## src/hdl/assert_macros.svh

```systemverilog
// Assertion macros used by the top level of the ELF hash block.
`ifndef ASSERT_MACROS_SVH
`define ASSERT_MACROS_SVH

`ifndef SYNTHESIS

`define ASSERT_CLK(label, clk, rst, prop) \
  label: assert property (@(posedge clk) disable iff (rst) prop) \
    else $error("%m: check failed");

`define ASSERT_NEVER(label, clk, rst, expr) \
  label: assert property (@(posedge clk) disable iff (rst) !(expr)) \
    else $error("%m: forbidden condition seen");

`else

`define ASSERT_CLK(label, clk, rst, prop)

`define ASSERT_NEVER(label, clk, rst, expr)

`endif

`endif

```

## src/hdl/elfh_pkg.sv

```systemverilog
// Types, widths and the byte absorb function of the ELF hash block.
package elfh_pkg;

  localparam int HASH_W   = 28;
  localparam int BYTE_W   = 8;
  localparam int BUCKET_W = 16;

  typedef logic [HASH_W-1:0]   hash_t;
  typedef logic [BUCKET_W-1:0] bucket_t;

  typedef struct packed {
    logic [BYTE_W-1:0] key_byte;
    logic              last_byte;
  } in_item_t;

  typedef struct packed {
    hash_t   hash_value;
    bucket_t bucket_index;
  } out_item_t;

  function automatic hash_t absorb(input hash_t h, input logic [BYTE_W-1:0] b);
    logic [HASH_W+3:0] t;
    hash_t             r;
    t = {h, 4'h0} + {{(HASH_W-4){1'b0}}, b};
    r = t[HASH_W-1:0];
    r[7:4] = r[7:4] ^ t[HASH_W+3:HASH_W];
    return r;
  endfunction

endpackage

```

## src/hdl/elfh_front.sv

```systemverilog
// Front end: takes key bytes, updates the running hash, queues finished hashes.
module elfh_front (
  input  logic              clk,
  input  logic              rst,
  input  logic              in_valid,
  output logic              in_stall,
  input  elfh_pkg::in_item_t in_data,
  input  logic              q_full,
  output logic              q_push,
  output elfh_pkg::hash_t   q_wdata
);
  import elfh_pkg::*;

  hash_t running_hash;
  hash_t hash_next;
  logic  accept;

  assign in_stall  = q_full;
  assign accept    = in_valid && !q_full;
  assign hash_next = absorb(running_hash, in_data.key_byte);
  assign q_push    = accept && in_data.last_byte;
  assign q_wdata   = hash_next;

  always_ff @(posedge clk) begin
    if (rst) begin
      running_hash <= '0;
    end else if (accept) begin
      running_hash <= in_data.last_byte ? '0 : hash_next;
    end
  end

endmodule

```

## src/hdl/elfh_fifo.sv

```systemverilog
// Short queue of finished key hashes between front and back end.
module elfh_fifo #(
  parameter int DEPTH = 2
) (
  input  logic            clk,
  input  logic            rst,
  input  logic            push,
  input  elfh_pkg::hash_t wdata,
  input  logic            pop,
  output elfh_pkg::hash_t rdata,
  output logic            full,
  output logic            empty
);
  import elfh_pkg::*;

  localparam int PTR_W = (DEPTH > 1) ? $clog2(DEPTH) : 1;
  localparam int CNT_W = $clog2(DEPTH + 1);
  localparam logic [PTR_W-1:0] LAST_PTR = PTR_W'(DEPTH - 1);
  localparam logic [CNT_W-1:0] FULL_CNT = CNT_W'(DEPTH);

  hash_t            mem [DEPTH];
  logic [PTR_W-1:0] wr_ptr;
  logic [PTR_W-1:0] rd_ptr;
  logic [CNT_W-1:0] count;
  logic             do_push;
  logic             do_pop;

  assign full    = (count == FULL_CNT);
  assign empty   = (count == '0);
  assign do_push = push && !full;
  assign do_pop  = pop && !empty;
  assign rdata   = mem[rd_ptr];

  always_ff @(posedge clk) begin
    if (do_push) begin
      mem[wr_ptr] <= wdata;
    end
  end

  always_ff @(posedge clk) begin
    if (rst) begin
      wr_ptr <= '0;
      rd_ptr <= '0;
      count  <= '0;
    end else begin
      if (do_push) begin
        wr_ptr <= (wr_ptr == LAST_PTR) ? '0 : wr_ptr + 1'b1;
      end
      if (do_pop) begin
        rd_ptr <= (rd_ptr == LAST_PTR) ? '0 : rd_ptr + 1'b1;
      end
      if (do_push && !do_pop) begin
        count <= count + 1'b1;
      end else if (do_pop && !do_push) begin
        count <= count - 1'b1;
      end
    end
  end

endmodule

```

## src/hdl/elfh_back.sv

```systemverilog
// Back end: bit-serial remainder of each hash by the bucket count, result register.
module elfh_back (
  input  logic               clk,
  input  logic               rst,
  input  elfh_pkg::bucket_t  bucket_count,
  input  logic               q_empty,
  input  elfh_pkg::hash_t    q_rdata,
  output logic               q_pop,
  output logic               out_valid,
  input  logic               out_stall,
  output elfh_pkg::out_item_t out_data
);
  import elfh_pkg::*;

  localparam int CNT_W = $clog2(HASH_W);
  localparam logic [CNT_W-1:0] LAST_STEP = CNT_W'(HASH_W - 1);

  typedef enum logic {IDLE, RUN} state_t;

  state_t           state;
  logic [CNT_W-1:0] cnt;
  hash_t            hash;
  hash_t            dvd;
  bucket_t          rem;
  bucket_t          div;
  bucket_t          rem_next;
  logic [BUCKET_W:0] r_ext;
  logic [BUCKET_W:0] r_sub;
  logic             out_free;
  logic             done;

  assign q_pop    = (state == IDLE) && !q_empty;
  assign out_free = !out_valid || !out_stall;
  assign done     = (state == RUN) && (cnt == '0) && out_free;

  always_comb begin
    r_ext    = {rem, dvd[HASH_W-1]};
    r_sub    = r_ext - {1'b0, div};
    rem_next = (r_ext >= {1'b0, div}) ? r_sub[BUCKET_W-1:0] : r_ext[BUCKET_W-1:0];
  end

  always_ff @(posedge clk) begin
    if (rst) begin
      state     <= IDLE;
      out_valid <= 1'b0;
    end else begin
      if (done) begin
        out_valid <= 1'b1;
      end else if (out_valid && !out_stall) begin
        out_valid <= 1'b0;
      end
      unique case (state)
        IDLE: begin
          if (!q_empty) begin
            hash  <= q_rdata;
            dvd   <= q_rdata;
            rem   <= '0;
            cnt   <= LAST_STEP;
            div   <= (bucket_count == '0) ? BUCKET_W'(1) : bucket_count;
            state <= RUN;
          end
        end
        RUN: begin
          if (cnt != '0) begin
            rem <= rem_next;
            dvd <= dvd << 1;
            cnt <= cnt - 1'b1;
          end else if (out_free) begin
            out_data.hash_value   <= hash;
            out_data.bucket_index <= rem_next;
            state                 <= IDLE;
          end
        end
        default: state <= IDLE;
      endcase
    end
  end

endmodule

```

## src/hdl/elf_hash_bucket_index.sv

```systemverilog
// Top level of the ELF hash and bucket index block.
//
//   channel | handshake          | item
//   --------+--------------------+-------------------------------------
//   in      | in_valid/in_stall  | key_byte, last_byte
//   out     | out_valid/out_stall| hash_value, bucket_index
//   cfg     | cfg_valid/cfg_ready| bucket_count write data
//
// Key bytes are absorbed one per cycle while the hash queue is not full;
// a key's final byte queues its hash. The back end loads each queued hash
// and runs it through a one-bit restoring divider, one key at a time.
// Reset clears the running hash, the queue and out_valid, but not out_data, and
// sets bucket_count to 1. in_stall rises only when the hash queue is full.
`include "assert_macros.svh"

module elf_hash_bucket_index #(
  parameter int QUEUE_DEPTH = 2
) (
  input  logic                clk,
  input  logic                rst,
  input  logic                in_valid,
  output logic                in_stall,
  input  elfh_pkg::in_item_t  in_data,
  output logic                out_valid,
  input  logic                out_stall,
  output elfh_pkg::out_item_t out_data,
  input  logic                cfg_valid,
  output logic                cfg_ready,
  input  elfh_pkg::bucket_t   cfg_data
);
  import elfh_pkg::*;

  bucket_t bucket_count;
  logic    q_push;
  logic    q_pop;
  logic    q_full;
  logic    q_empty;
  hash_t   q_wdata;
  hash_t   q_rdata;

  assign cfg_ready = 1'b1;

  always_ff @(posedge clk) begin
    if (rst) begin
      bucket_count <= BUCKET_W'(1);
    end else if (cfg_valid && cfg_ready) begin
      bucket_count <= cfg_data;
    end
  end

  elfh_front u_front (
    .clk      (clk),
    .rst      (rst),
    .in_valid (in_valid),
    .in_stall (in_stall),
    .in_data  (in_data),
    .q_full   (q_full),
    .q_push   (q_push),
    .q_wdata  (q_wdata)
  );

  elfh_fifo #(
    .DEPTH (QUEUE_DEPTH)
  ) u_fifo (
    .clk   (clk),
    .rst   (rst),
    .push  (q_push),
    .wdata (q_wdata),
    .pop   (q_pop),
    .rdata (q_rdata),
    .full  (q_full),
    .empty (q_empty)
  );

  elfh_back u_back (
    .clk          (clk),
    .rst          (rst),
    .bucket_count (bucket_count),
    .q_empty      (q_empty),
    .q_rdata      (q_rdata),
    .q_pop        (q_pop),
    .out_valid    (out_valid),
    .out_stall    (out_stall),
    .out_data     (out_data)
  );

  `ASSERT_CLK(a_bucket_in_range, clk, rst, out_valid |-> ((bucket_count == '0) ? (out_data.bucket_index == '0) : (out_data.bucket_index < bucket_count)))
  `ASSERT_CLK(a_last_byte_queued, clk, rst, (in_valid && !in_stall && in_data.last_byte) |=> !q_empty)
  `ASSERT_NEVER(a_pop_when_empty, clk, rst, q_pop && q_empty)

endmodule
```

## config.mk

```make
export PLATFORM = sky130hd
export DESIGN_NAME = elf_hash_bucket_index
export DESIGN_NICKNAME = d
export VERILOG_FILES = /design/src/hdl/elfh_pkg.sv /design/src/hdl/elfh_front.sv /design/src/hdl/elfh_fifo.sv /design/src/hdl/elfh_back.sv /design/src/hdl/elf_hash_bucket_index.sv
export VERILOG_INCLUDE_DIRS = /design/src /design/src/hdl
export SDC_FILE = /design/constraint.sdc
export NUM_CORES = 1
export LEC_CHECK = 0
export BUFFER_PORTS_ARGS = -buffer_cell sky130_fd_sc_hd__buf_2
export CAP_MARGIN = 40
export CORE_ASPECT_RATIO = 0.8
export CORE_MARGIN = 5
export CORE_UTILIZATION = 40
export DETAILED_ROUTE_END_ITERATION = 10
export PLACE_DENSITY = 0.55
export SLEW_MARGIN = 20
export SYNTH_ARGS = -nofsm -noshare
export SYNTH_HDL_FRONTEND = slang
export SYNTH_SLANG_ARGS = --single-unit
```

## constraint.sdc

```tcl
create_clock -name clk -period 9.2 [get_ports clk]
set_clock_uncertainty 0.2 [all_clocks]
set_input_delay 0.92 -clock clk [delete_from_list [all_inputs] [get_ports clk]]
set_output_delay 0.92 -clock clk [all_outputs]
set_load 0.01 [all_outputs]
```

Word-level counts from Yosys, hierarchy flattened. Memory sizes are Yosys's and may differ from the RTL's. A register that Yosys moved wholly into a read port is not among the register bits. Index checks and enable logic that the tools add are counted. Widths: inputs -> output; s select.

$add $sub $neg: 7. Multiply operators: 0. Divide/modulo/power cells: 0. $lt $le $gt $ge: 1. Equality and inequality tests: 3. Shifts and indexed selects: 0. Mux-type cells: 25. Bitwise logic cells: 5. Reductions and logical operators: 26.

Operators with widths (count): $mux 28 (3); $pmux 28 s2 (1); $mux 16 (3); $add 32x8->32 (1); $pmux 16 s2 (1); $ge 17x16->1 (1); $logic_not 16->1 (1); $sub 16x16->16 (1); $mux 1 (11); $logic_and 1x1->1 (10); $mux 5 (2); $pmux 5 s2 (1); $logic_not 1->1 (6); $reduce_and 3->1 (2); $logic_not 5->1 (1); $reduce_bool 5->1 (1); $sub 5x1->5 const B (1); $mux 2 (2); $ne 2x2->1 const B (2); $not 1->1 (4); $reduce_and 4->1 (1); $reduce_bool 2->1 (2); $xor 4x4->4 (1); $add 1x1->1 const B (2); other kinds (6) (6).

Register bits after elaboration: 187. Bits in latches: 0. Bits in writable memories: 56. ROM bits: 0. Input bits: 30. Output and inout bits: 47. Logic and storage cells: 82. Memories: 1.

Memories: u_fifo.mem (words 2, width 28, read ports 1, clocked after Yosys merged registers in 1, write ports 1, RTL line elfh_fifo.sv:21) `hash_t mem [DEPTH];`.

Depth between registers and ports, before layout.
Depth in word-level cells: 9. Depth in mapped cells: 11.

Cells and area by module. From an unflattened synthesis, not the netlist that was laid out.

Cells, all modules: 752. Area, all modules: 10530.1 um2.

By module, submodules not included: elfh_back (instances 1, cells each 412, area an instance 6094.6 um2, seq. area each 4154.0 um2); elfh_fifo (instances 1, cells each 112, area an instance 2234.6 um2, seq. area each 1781.7 um2); elfh_front (instances 1, cells each 174, area an instance 1607.8 um2, seq. area each 560.5 um2); elf_hash_bucket_index (instances 1, cells each 54, area an instance 593.1 um2, seq. area each 320.3 um2).

Least setup slack after synthesis. Ideal clock, no wire load.

Path type: input-to-reg. Start: input rst. End: register u_back.cnt[0], enable pin. Arrival time: 4.518 ns. Data required time: 8.484 ns. Path slack: 3.965 ns. Stages: 2. Buffers on the path: 1. Path through: clkbuf_1 -> nor3_1.

Cells in the longest elaborated chain, start to end: 2.

Ends and longest elaborated chain: from (decl) (RTL line elf_hash_bucket_index.sv:20) `input logic rst,`; $not 1->1 (no source line); $reduce_and 3->1 (no source line); to (signal assigned) (RTL line elfh_back.sv:67) `cnt <= cnt - 1'b1;`; to (decl) (RTL line elfh_back.sv:21) `logic [CNT_W-1:0] cnt;`.

No other way between the ends. A chain may end at the register's enable or synchronous reset.

Final worst setup path.
Start: register u_back.dvd[27]. End: register u_back.out_data[14] (netlist name).

Cells in the longest elaborated chain, start to end: 2.

Ends and longest elaborated chain: from (decl) (RTL line elfh_back.sv:23) `hash_t dvd;`; from (signal assigned) (RTL line elfh_back.sv:56) `dvd <= q_rdata;`; from (signal assigned) (RTL line elfh_back.sv:66) `dvd <= dvd << 1;`; $sub 16x16->16 or $ge 17x16->1 (tied branches) (RTL line elfh_back.sv:38, elfh_back.sv:39); $mux 16 (*) (RTL line elfh_back.sv:39) `rem_next = (r_ext >= {1'b0, div}) ? r_sub[BUCKET_W-1:0] : r_ext[BUCKET_W-1:0];`; net u_back.rem_next[14] (RTL line elfh_back.sv:26) `bucket_t rem_next;`.

Mark *: on every way through the listed nets, which the timed path passes. The rest lies on a longest branch.

==> impl_metrics.csv <==
group,metric,value,unit
sta,min_period_over_period,32.5,%
cts,clk_latency,0.53,ns
final_layout,drive_gt1_share,27.2,%
cts,tritoncts,"yes",
yosys,synth.distinct_cells,62,
place,portBuffers,75,
floorplan,start_util,40.6,%
detailed_routing,drt_pass1_iterations,5,
detailed_routing,route.detailed.drc,0,
critical_path,worstPathArrival,3.06,ns
sta,worst_slack,6.21,ns
final_layout,seqCellArea,0.00682,sq mm
yosys,avgSynthCellArea,14.4,sq um
cts,cts_resized,0,
cts,ctsHoldBuffers,0,
final_layout,n_antenna_cell,0,
sta,fmax,335,MHz
yosys,muxShareOfSynthArea,8.98,%
yosys,synth_flop_cell,"edfxtp_1",
yosys,syn_area,0.0103,sq mm
yosys,yosysSeqAreaShare,66.1,%
yosys,synth_compound_area_share,6.77,%
floorplan,core_area,0.0254,sq mm
status,outcome,"complete, no violations",
yosys,ys_warn_count,0,
sta,finalMaxSlewViolations,0,
final_layout,finalNetCount,844,
sta,hold-worst-slack,0.217,ns
yosys,synth_area_leaders,"edfxtp_1 (56%), dfxtp_1 (9.9%), mux2_2 (6.6%)",
cts,htreeDepth,1,
global_routing,grt_pass1_wl,33000,microns
detailed_routing,wl,20700,microns
cts,clock_sinks,244,
yosys,synth_top_family_by_area,"multiplexers",
final_layout,final_area,0.0121,sq mm
sta,hold_viol_final,0,
floorplan,rows,52,
cts,root_buffer,"clkbuf_16",
floorplan,dieArea,0.0291,sq mm
detailed_routing,vias,5850,
final_layout,multiInputGateArea,0.00324,sq mm
yosys,synth-xor-area-share,3.99,%
global_routing,grt_use_total,14.1,%
power_and_ir_drop,p_per_area,298,mW/mm^2
critical_path,worstPathRequired,9.27,ns
sta,tns,0,ns
yosys,ys_top_cells_by_count,"edfxtp_1 (193), mux2_2 (60), dfxtp_1 (51), nor2_1 (41), clkbuf_1 (31)",
floorplan,die_w,190,microns
yosys,async_flop_share,0,%
sta,worstMarginPinSlew,0.807,ns
critical_path,crit_fanout,3,
place,pre_cts_ws,5.85,ns
yosys,syn_nets,770,
yosys,synthAdderAreaFrac,3.06,%
power_and_ir_drop,p_leak,0.00457,uW
yosys,yosysMostFrequentCell,"edfxtp_1",
run,cap_violations,0,
place,dpl-instance-area,0.0110,sq mm
yosys,synth_top_area_share,56.2,%
place,detailed_place_hpwl,14500,microns
critical_path,path_class,"reg -> reg",
critical_path,start_kind,"register",
floorplan,top_level_ports,77,
power_and_ir_drop,ir_drop,144,uV
hold_path,hp-class,"reg -> reg",
place,place.gp.congestion,0.819,
floorplan,fp.dieH,154,microns
global_routing,antenna_found_initial,0,
cts,cts_buffers,26,
detailed_routing,detail-route-antenna-nets,0,
cts,cts_setup_buffers,0,
sta,setup_viol,0,
cts,path_clk_slew,0.06,ns
global_routing,grt_max_degree,38,
yosys,yosys.area_share.simple,8.31,%
detailed_routing,wl_per_cell,18.3,microns
final_layout,fill_cells,2198,
yosys,synth_edf_count,193,
final_layout,layout-area-overhead-vs-synth,17.0,%
global_routing,grt_pass1_vias,5982,
yosys,synth-seq-cells,244,
sta,grt_setup_unrepaired,"no",
yosys,syn_inst,716,
sta,slew_headroom,46.0,%
detailed_routing,drtIter0Drc,397,
yosys,yosysTopAreaCell,"edfxtp_1",
global_routing,grt_overflow,0,
detailed_routing,viasPerCell,5.16,
sta,period_minus_slack,2.99,ns
cts,cts_buffer_depth,3,
critical_path,end_kind,"register",
[flip-flops by register name, indices dropped and copies added (netlist names), 2 cells and up, named ones only]
register,cells
u_back.div,16
u_back.hash,28
u_fifo.mem,56
u_back.cnt,5
bucket_count,16
u_fifo.count,2
u_back.dvd,28
u_front.running_hash,28
u_back.rem,16
u_back.out_data,44
[metrics by stage]
stage	utilization (%)	power, uW	instances
finish	47.5	3600	1134
global placement	43.3	2400	1082
CTS	47.4	3620	1133
detailed placement	43.5	2420	1085
floorplan	-	2230	716
global route	47.5	3790	1134
[final cells by class]
type                            instances  area share (%)
Sequential cell                       244            56.5
Multi-Input combinational cell        405            26.9
Clock buffer                           30            5.60
Timing Repair Buffer                   87            4.19
Tap cell                              324            3.36
Clock inverter                         18            2.67
Inverter                               26           0.809
[worst max-delay path, stage by stage, from the launching register on]
cell      delay (ns)
edfxtp_1        0.37
inv_1           0.09
ha_1            0.16
inv_1           0.05
fa_1            0.41
a21o_1          0.24
a221oi_2        0.39
o21ba_2         0.25
o21ai_0         0.12
xor2_1          0.18
mux2_4          0.29
[per-layer routing]
metal | global-route usage [%] | wire [microns]
met5 | 0 | 0
met2 | 22.9 | 9730
met1 | 19.6 | 9650
met3 | 2.43 | 863
met4 | 3.86 | 487
[logic make-up after synthesis]
family	Yosys count
buf+inv	67
fa+ha+maj	24
simple gates	159
flops	244
mux	82
compound gates	92
xor+xnor	47
other cells	1
[layout by cell type (no fill, tap or decap), types with 22 or more instances in the layout]
master and instances:
xor2_1 23, dfxtp_1 51, edfxtp_1 193, xnor2_1 24
nand2_1 29, mux2_2 60, clkbuf_16 26, nor2_1 39
buf_2 75, inv_1 25, ha_1 22
[worst paths after layout]
kind              cells past startpoint  slack (ns)                            end                       from
hold / removal                        0        0.22  u_back.out_data[35]$_DFFE_PP_  u_back.hash[19]$_DFFE_PP_
hold reg to reg                       0        0.22  u_back.out_data[35]$_DFFE_PP_  u_back.hash[19]$_DFFE_PP_
setup / recovery                     10        6.21  u_back.out_data[14]$_DFFE_PP_   u_back.dvd[27]$_DFFE_PP_
setup reg to reg                     10        6.21  u_back.out_data[14]$_DFFE_PP_   u_back.dvd[27]$_DFFE_PP_
[report_power, final]
group	internal, uW	total [uW]	switching, uW
Combinational	407	900	494
Sequential	1440	1510	73.7
Clock	756	1190	430
(Power assumes the default switching activity.)
